<file path="config.mk">
export PLATFORM = sky130hd
export DESIGN_NAME = wheel_tick_speed_estimator
export DESIGN_NICKNAME = d
export VERILOG_FILES = /design/src/design/wtse_pkg.sv /design/src/design/wheel_tick_speed_estimator.sv
export SDC_FILE = /design/constraint.sdc
export NUM_CORES = 2
export LEC_CHECK = 0
export BUFFER_PORTS_ARGS = -buffer_cell sky130_fd_sc_hd__buf_2
export CAP_MARGIN = 10
export CORE_ASPECT_RATIO = 1.5
export CORE_MARGIN = 2
export CORE_UTILIZATION = 45
export CTS_BUF_LIST = sky130_fd_sc_hd__clkbuf_2 sky130_fd_sc_hd__clkbuf_4 sky130_fd_sc_hd__clkbuf_8
export DETAILED_ROUTE_END_ITERATION = 10
export PLACE_DENSITY = 0.72
export SYNTH_ARGS = -nofsm -noshare
export SYNTH_HDL_FRONTEND = slang
export SYNTH_SLANG_ARGS = --single-unit
</file>
<file path="constraint.sdc">
create_clock -name i_clk -period 8.5 [get_ports i_clk]
set_clock_uncertainty 0.15 [all_clocks]
set_input_delay 2.125 -clock i_clk [delete_from_list [all_inputs] [get_ports i_clk]]
set_output_delay 2.125 -clock i_clk [all_outputs]
set_load 0.01 [all_outputs]
</file>
<file path="src/design/wtse_pkg.sv">
// Package with shared widths, codes and reset values of the wheel tick speed estimator.
package wtse_pkg;

    // Field widths
    localparam int CIRC_W    = 14;
    localparam int GAP_W     = 10;
    localparam int TIMEOUT_W = 16;
    localparam int TIME_W    = 32;
    localparam int SPEED_W   = 24;
    localparam int CFG_IDX_W = 2;
    localparam int CFG_DAT_W = 16;

    // Scale from ms period to per-second rate
    localparam int MS_PER_S   = 1000;
    localparam int MS_PER_S_W = 10;

    // Register reset values
    localparam logic [CIRC_W-1:0]    CIRC_RESET    = CIRC_W'(2000);
    localparam logic [GAP_W-1:0]     GAP_RESET     = GAP_W'(5);
    localparam logic [TIMEOUT_W-1:0] TIMEOUT_RESET = TIMEOUT_W'(3000);

    // Register indexes
    localparam logic [CFG_IDX_W-1:0] CFG_CIRC    = 2'd0;
    localparam logic [CFG_IDX_W-1:0] CFG_GAP     = 2'd1;
    localparam logic [CFG_IDX_W-1:0] CFG_TIMEOUT = 2'd2;

    // Operation codes
    localparam logic OP_EDGE = 1'b0;
    localparam logic OP_EVAL = 1'b1;

endpackage

</file>
<file path="src/design/wheel_tick_speed_estimator.sv">
// Wheel speed estimator: debounced edge history, serial divider, linear decay extrapolation.
// Sequence: an edge transaction is absorbed while idle; an evaluate that needs no division
// goes straight to the done state, one with a period division passes through the divider,
// and one with slope extrapolation through the shared divider, then multiply and compare.
// Throughput: one transaction at a time; input ready only while the sequencer is idle.
// Reset (synchronous, active low): registers to 2000 mm / 5 ms / 3000 ms, history cleared.
module wheel_tick_speed_estimator
    import wtse_pkg::*;
(
    input  logic                 i_clk,
    input  logic                 i_rst_n,
    // configuration write channel
    input  logic                 i_cfg_valid,
    output logic                 o_cfg_ready,
    input  logic [CFG_IDX_W-1:0] i_cfg_index,
    input  logic [CFG_DAT_W-1:0] i_cfg_data,
    // input channel
    input  logic                 i_in_valid,
    output logic                 o_in_ready,
    input  logic                 i_operation,
    input  logic [TIME_W-1:0]    i_now_ms,
    // result channel
    output logic                 o_out_valid,
    input  logic                 i_out_ready,
    output logic [SPEED_W-1:0]   o_speed_mm_per_s
);

    localparam int CNT_W  = $clog2(SPEED_W);
    localparam int PROD_W = SPEED_W + TIMEOUT_W;

    typedef enum logic [2:0] {S_IDLE, S_DIV, S_MUL, S_CMP, S_DONE} t_state;
    typedef enum logic [1:0] {M_FIRST, M_PERIOD, M_SLOPE} t_mode;

    t_state r_state;
    t_mode  r_mode;

    // configuration
    logic [CIRC_W-1:0]    r_circ;
    logic [GAP_W-1:0]     r_gap;
    logic [TIMEOUT_W-1:0] r_timeout;

    // estimator state
    logic [TIME_W-1:0]  r_edge0, r_edge1;
    logic [1:0]         r_edge_cnt;
    logic [TIME_W-1:0]  r_used0, r_used1;
    logic               r_used_valid;
    logic [SPEED_W-1:0] r_cur, r_prev;

    // shared divider and multiplier datapath
    logic [SPEED_W-1:0]   r_dvd;       // dividend, shifted out; quotient shifted in
    logic [TIME_W-1:0]    r_rem;
    logic [TIME_W-1:0]    r_dvs;
    logic [CNT_W-1:0]     r_cnt;
    logic [TIMEOUT_W-1:0] r_elapsed;
    logic [PROD_W-1:0]    r_prod;

    logic [SPEED_W-1:0] r_out_speed;
    logic               r_out_valid;

    // combinational helpers
    logic [TIME_W-1:0]  w_edge_gap;
    logic               w_edge_take;
    logic [TIME_W-1:0]  w_elapsed;
    logic               w_stalled;
    logic               w_clear;
    logic [TIME_W-1:0]  w_period;
    logic [TIME_W-1:0]  w_used_dt;
    logic [SPEED_W-1:0] w_scaled;
    logic [TIME_W:0]    w_trial;
    logic               w_trial_ge;
    logic [TIME_W:0]    w_trial_sub;
    logic               w_in_fire;

    assign w_in_fire   = i_in_valid && o_in_ready;
    assign w_edge_gap  = i_now_ms - r_edge0;
    assign w_edge_take = (r_edge_cnt == 2'd0) || (w_edge_gap > TIME_W'(r_gap));
    assign w_elapsed   = i_now_ms - r_used0;
    assign w_stalled   = w_elapsed > TIME_W'(r_timeout);
    assign w_clear     = {1'b0, w_elapsed} > (33'(r_timeout) << 1);
    assign w_period    = r_edge0 - r_edge1;
    assign w_used_dt   = r_used0 - r_used1;
    // circumference * 1000 stays below 2^24 for every 14-bit value
    assign w_scaled    = SPEED_W'(r_circ) * SPEED_W'(MS_PER_S);

    // one restoring division step; a zero divisor yields all ones, the saturated speed
    assign w_trial     = {r_rem, r_dvd[SPEED_W-1]};
    assign w_trial_ge  = w_trial >= {1'b0, r_dvs};
    assign w_trial_sub = w_trial - {1'b0, r_dvs};

    assign o_cfg_ready      = 1'b1;
    assign o_in_ready       = (r_state == S_IDLE);
    assign o_out_valid      = r_out_valid;
    assign o_speed_mm_per_s = r_out_speed;

    // sequencer, state and registered outputs
    always_ff @(posedge i_clk) begin
        if (!i_rst_n) begin
            r_state      <= S_IDLE;
            r_mode       <= M_PERIOD;
            r_circ       <= CIRC_RESET;
            r_gap        <= GAP_RESET;
            r_timeout    <= TIMEOUT_RESET;
            r_edge0      <= '0;
            r_edge1      <= '0;
            r_edge_cnt   <= 2'd0;
            r_used0      <= '0;
            r_used1      <= '0;
            r_used_valid <= 1'b0;
            r_cur        <= '0;
            r_prev       <= '0;
            r_out_valid  <= 1'b0;
        end else begin
            // configuration writes; indexes past the list are dropped
            if (i_cfg_valid) begin
                case (i_cfg_index)
                    CFG_CIRC:    r_circ    <= i_cfg_data[CIRC_W-1:0];
                    CFG_GAP:     r_gap     <= i_cfg_data[GAP_W-1:0];
                    CFG_TIMEOUT: r_timeout <= i_cfg_data[TIMEOUT_W-1:0];
                    default: ;
                endcase
            end

            // result register: load on completion, drop once taken
            if (r_state == S_DONE && (!r_out_valid || i_out_ready)) begin
                r_out_valid <= 1'b1;
            end else if (r_out_valid && i_out_ready) begin
                r_out_valid <= 1'b0;
            end

            case (r_state)
                S_IDLE: begin
                    if (w_in_fire && (i_operation == OP_EDGE)) begin
                        // debounced edge: shift history
                        if (w_edge_take) begin
                            r_edge1 <= r_edge0;
                            r_edge0 <= i_now_ms;
                            if (r_edge_cnt != 2'd2) begin
                                r_edge_cnt <= r_edge_cnt + 2'd1;
                            end
                        end
                    end else if (w_in_fire) begin
                        r_rem     <= '0;
                        r_cnt     <= CNT_W'(SPEED_W - 1);
                        r_elapsed <= w_elapsed[TIMEOUT_W-1:0];
                        if (r_edge_cnt != 2'd2) begin
                            r_cur   <= '0;
                            r_state <= S_DONE;
                        end else if (!r_used_valid) begin
                            // first measured period
                            r_used0      <= r_edge0;
                            r_used1      <= r_edge1;
                            r_used_valid <= 1'b1;
                            r_dvd        <= w_scaled;
                            r_dvs        <= w_period;
                            r_mode       <= M_FIRST;
                            r_state      <= S_DIV;
                        end else if (r_used1 == r_edge1) begin
                            // no new edge since last measurement
                            if (w_stalled) begin
                                r_cur <= '0;
                                if (w_clear) begin
                                    r_prev     <= '0;
                                    r_edge_cnt <= 2'd1;
                                end
                                r_state <= S_DONE;
                            end else if ((r_prev > r_cur) && (w_used_dt != '0)) begin
                                r_dvd   <= r_prev - r_cur;
                                r_dvs   <= w_used_dt;
                                r_mode  <= M_SLOPE;
                                r_state <= S_DIV;
                            end else begin
                                r_state <= S_DONE;
                            end
                        end else begin
                            // new period measurement
                            r_used1 <= r_used0;
                            r_used0 <= r_edge0;
                            r_prev  <= r_cur;
                            r_dvd   <= w_scaled;
                            r_dvs   <= w_period;
                            r_mode  <= M_PERIOD;
                            r_state <= S_DIV;
                        end
                    end
                end
                S_DIV: begin
                    r_rem <= w_trial_ge ? w_trial_sub[TIME_W-1:0] : w_trial[TIME_W-1:0];
                    r_dvd <= {r_dvd[SPEED_W-2:0], w_trial_ge};
                    r_cnt <= r_cnt - CNT_W'(1);
                    if (r_cnt == '0) begin
                        if (r_mode == M_SLOPE) begin
                            r_state <= S_MUL;
                        end else begin
                            r_state <= S_DONE;
                        end
                    end
                end
                S_MUL: begin
                    // drop = truncated slope * elapsed ms (elapsed within timeout)
                    r_prod  <= PROD_W'(r_dvd) * PROD_W'(r_elapsed);
                    r_state <= S_CMP;
                end
                S_CMP: begin
                    if (r_prod >= PROD_W'(r_cur)) begin
                        r_cur <= '0;
                    end else begin
                        r_cur <= r_cur - r_prod[SPEED_W-1:0];
                    end
                    r_state <= S_DONE;
                end
                S_DONE: begin
                    if (!r_out_valid || i_out_ready) begin
                        r_out_speed <= r_cur;
                        r_state     <= S_IDLE;
                    end
                end
                default: begin
                    r_state <= S_IDLE;
                end
            endcase

            // period quotient written on the last divider step
            if (r_state == S_DIV && r_cnt == '0 && r_mode != M_SLOPE) begin
                r_cur <= {r_dvd[SPEED_W-2:0], w_trial_ge};
                if (r_mode == M_FIRST) begin
                    r_prev <= {r_dvd[SPEED_W-2:0], w_trial_ge};
                end
            end
        end
    end

endmodule

</file>
==> qor.yml <==
outcome:
  status: "complete, no violations"
die:
  core_um2: 95700
  initial_core_util_pct: 45.4
  die_x_um: 258
  dieArea_um2: 99100
  dieHeight_um: 385
  placementRows: 139
  io_pins: 83
detailed_routing:
  drcViolationCount: 0
  totalWireLength_um: 132000
  final_antenna_net_count: 0
  vias_per_cell: 5.76
  drt-initial-drc-count: 2517
  post_drt_wl_per_cell_um: 20.6
  num_vias: 36999
  first_pass_iters: 6
clock_tree:
  cts_tree: "yes"
  clk_pin_slew_worst_paths_ns: 0.06
  cts-resized-gates: 0
  post_cts_buffers: 0
  cts_buffers: 71
  ctsHoldBuffers: 0
  cts-root-buf: "clkbuf_8"
  cts_sinks: 398
  cts_max_level: 3
  clockBufferDepth: 3
  insertion_delay_ns: 0.70
critical_path:
  cp_cell_sequence: "and2_1, fa_1, inv_1, fa_1, fa_1, inv_1, fa_1, fa_1, inv_1, fa_1, inv_1, ha_1, a211oi_1, o21ai_0, a2111oi_0, a21bo_2, a21oi_1, o21ai_0, a211o_1, a31oi_1, a21o_1, a21oi_1, xnor2_1"
  cp.arrival_ns: 8.25
  reg2reg_from: "r_elapsed[4]"
  crit_required_ns: 8.81
  worstSetupStartpointType: "flop"
  r2r_slack_ns: 0.56
  path_class: "flop to flop"
  cpPeakStageDelay_ns: 0.78
  crit_start: "r_elapsed[4]"
  cp-end-kind: "flop"
  path_common_cell: "fa_1"
  path_max_fanout: 24
  rr_worst_depth: 23
  critPathCapture: "r_prod[39]"
  reg2reg_to: "r_prod[39]"
  cp_slowest_cell: "edfxtp_1"
synthesis:
  ys_seq_elements: 398
  async_flop_share_pct: 0
  syn_area_um2: 43500
  yosysTopAreaCellShare_pct: 16.5
  ys.flop_type: "dfxtp_1"
  yosysWarningCount: 0
  synth_fp_nets: 5964
  syn_area_per_cell_um2: 8.49
  synthTopCellsByArea: "fa_1 (17%), ha_1 (12%), edfxtp_1 (12%), dfxtp_1 (10%), nand2_1 (6.2%)"
  synth_top_area_cell: "fa_1"
  yosysSeqAreaShare_pct: 22.3
  synth-edff-count: 173
  syn-instance-count: 5116
  synth.distinct_cells: 86
power_and_ir_drop:
  cellPowerDensity_nw_per_um2: 208
  leakage_nw: 20.8
  peakVddDrop_v: 0.000221
sta:
  finalCriticalPeriod_ns: 7.94
  max_freq_ghz: 0.126
  grt_setup_unrepaired: "false"
  setup_violations: 0
  tightest_slew_ns: 1.29
  fin_crit_sh_pct: 93.4
  slew_violations: 0
  timing.final.hold_violations: 0
  tns_ns: 0
  relSlewSlack_pct: 13.6
layout:
  synthToLayoutAreaGrowth_pct: 7.62
  instances_no_fill: 6428
  drive_gt1_share_pct: 6.30
  nets: 5946
global_route:
  grt_start_max_net_pins: 98
  grt_pass1_vias: 38029
  gr-total-overflow: 0
  grtUsageTotal_pct: 26.8
  grt_pass1_wl_um: 207000
  antenna_found_initial: 4
run:
  cap_viol_max_count: 0
placement:
  place_hpwl_um: 107000
  port_buffers: 81
  place_congestion: 0.995
  place_inst: 6294
min_path:
  hold_path.class: "flop to flop"
## routing by layer
metal | part of all wire [%] | track usage [%] | vias up
met2 | 50 | 48.5 | 1285
met4 | 9.4 | 22.0 | 4
met3 | 5.1 | 3.78 | 544
met5 | 0.021 | 0 | -
li1 | - | - | 17294
met1 | 35 | 27.3 | 17872
## cell families (layout without fill, tap and decap cells)
group	after synthesis	count (layout)	synth area share [%]
other	1	4	0.00863
flip-flops	398	398	22.3
AO/OA/AOI/OAI	1099	1099	16.2
XOR/XNOR	233	233	4.70
adder cells (fa/ha/maj)	792	792	29.0
AND/OR/NAND/NOR	1566	1566	17.0
multiplexers	122	122	2.85
buffers and inverters	905	945	7.90
## cells in the mapped netlist (all sizes together), types with 29 or more instances
| cell | instances |
|---|---|
| nand2 | 721 |
| inv | 684 |
| ha | 433 |
| a21oi | 366 |
| fa | 359 |
| nor2 | 231 |
| dfxtp | 225 |
| o21ai | 198 |
| clkbuf | 195 |
| and2 | 183 |
| edfxtp | 173 |
| xnor2 | 131 |
| a21o | 120 |
| mux2i | 108 |
| xor2 | 102 |
| nand3 | 71 |
| a211oi | 67 |
| o21a | 66 |
| nor3 | 61 |
| nor4 | 52 |
| nand2b | 42 |
| nand4 | 38 |
| o31ai | 35 |
| a31oi | 34 |
| and3 | 30 |
| o211ai | 29 |
## layout by cell type (no fill, tap or decap), drive strengths merged, types with 52 or more instances in the layout
master and instances:
a21oi 366, o21ai 198, nor3 61, inv 688, o21a 66, buf 130
xnor2 131, fa 359, clkbuf 99, nand3 71, mux2i 108, edfxtp 173
and2 183, nand2 721, a211oi 67, nor2 231, ha 433, xor2 102
dfxtp 225, nor4 52, a21o 120
## state kept, by name (all words and copies together), names as in the netlist, 24 cells and up
signal            count
r_prod               40
r_dvs                32
r_edge0              32
r_edge1              32
r_rem                32
r_used0              32
r_used1              32
o_speed_mm_per_s     24
r_cur                24
r_dvd                24
r_prev               24
## worst max-delay path, delay by kind of cell, from the launching register on
family / cells / cell delay, ns
fa+ha+maj: 7 / 3.46
compound gates: 10 / 2.70
flops: 1 / 0.78
simple gates: 1 / 0.33
buf+inv: 4 / 0.20
xor+xnor: 1 / 0.07
## worst min path at each step
stage,start,endpoint,slack [ns],cells after the start
after floorplan,r_prev[10],r_prev[10],0.29,2
after global placement,r_timeout[14],r_timeout[14],0.29,2
after detailed placement,r_timeout[2],r_timeout[2],0.30,2
after CTS,r_timeout[2],r_timeout[2],0.31,2
after global routing,r_gap[8],r_gap[8],0.32,2
final,r_gap[1],r_gap[1],0.31,2
## per-stage QoR
stage / total power, mW / hold slack, ns / cell area [µm²] / utilization [%] / worst slack (ns)
after floorplan: 6.15 / 0.285 / 43500 / - / 1.07
after global placement: 7.46 / 0.294 / 45100 / 47.1 / 0.724
after detailed placement: 7.55 / 0.297 / 45100 / 47.1 / 0.690
after CTS: 9.79 / 0.305 / 46800 / 48.9 / 0.683
after global routing: 10.5 / 0.319 / 46800 / 48.9 / 0.223
final: 9.75 / 0.306 / 46800 / 48.9 / 0.560
## cell type report
| cell class | instances | area [µm²] |
|---|---|---|
| tap | 1269 | 1590 |
| clock inverter | 32 | 469 |
| fill | 9282 | 48900 |
| antenna | 3 | 7.51 |
| clock buffer | 99 | 1240 |
| inverter | 684 | 2570 |
| sequential | 398 | 9700 |
| multi-input combinational | 3813 | 30400 |
| timing repair buffer | 130 | 788 |
## where the power goes
part	internal [mW]	switching (mW)	total (mW)
registers	2.28	0.0637	2.34
logic	2.14	3.04	5.18
clock network	1.27	0.949	2.22
(Power assumes the default switching activity.)
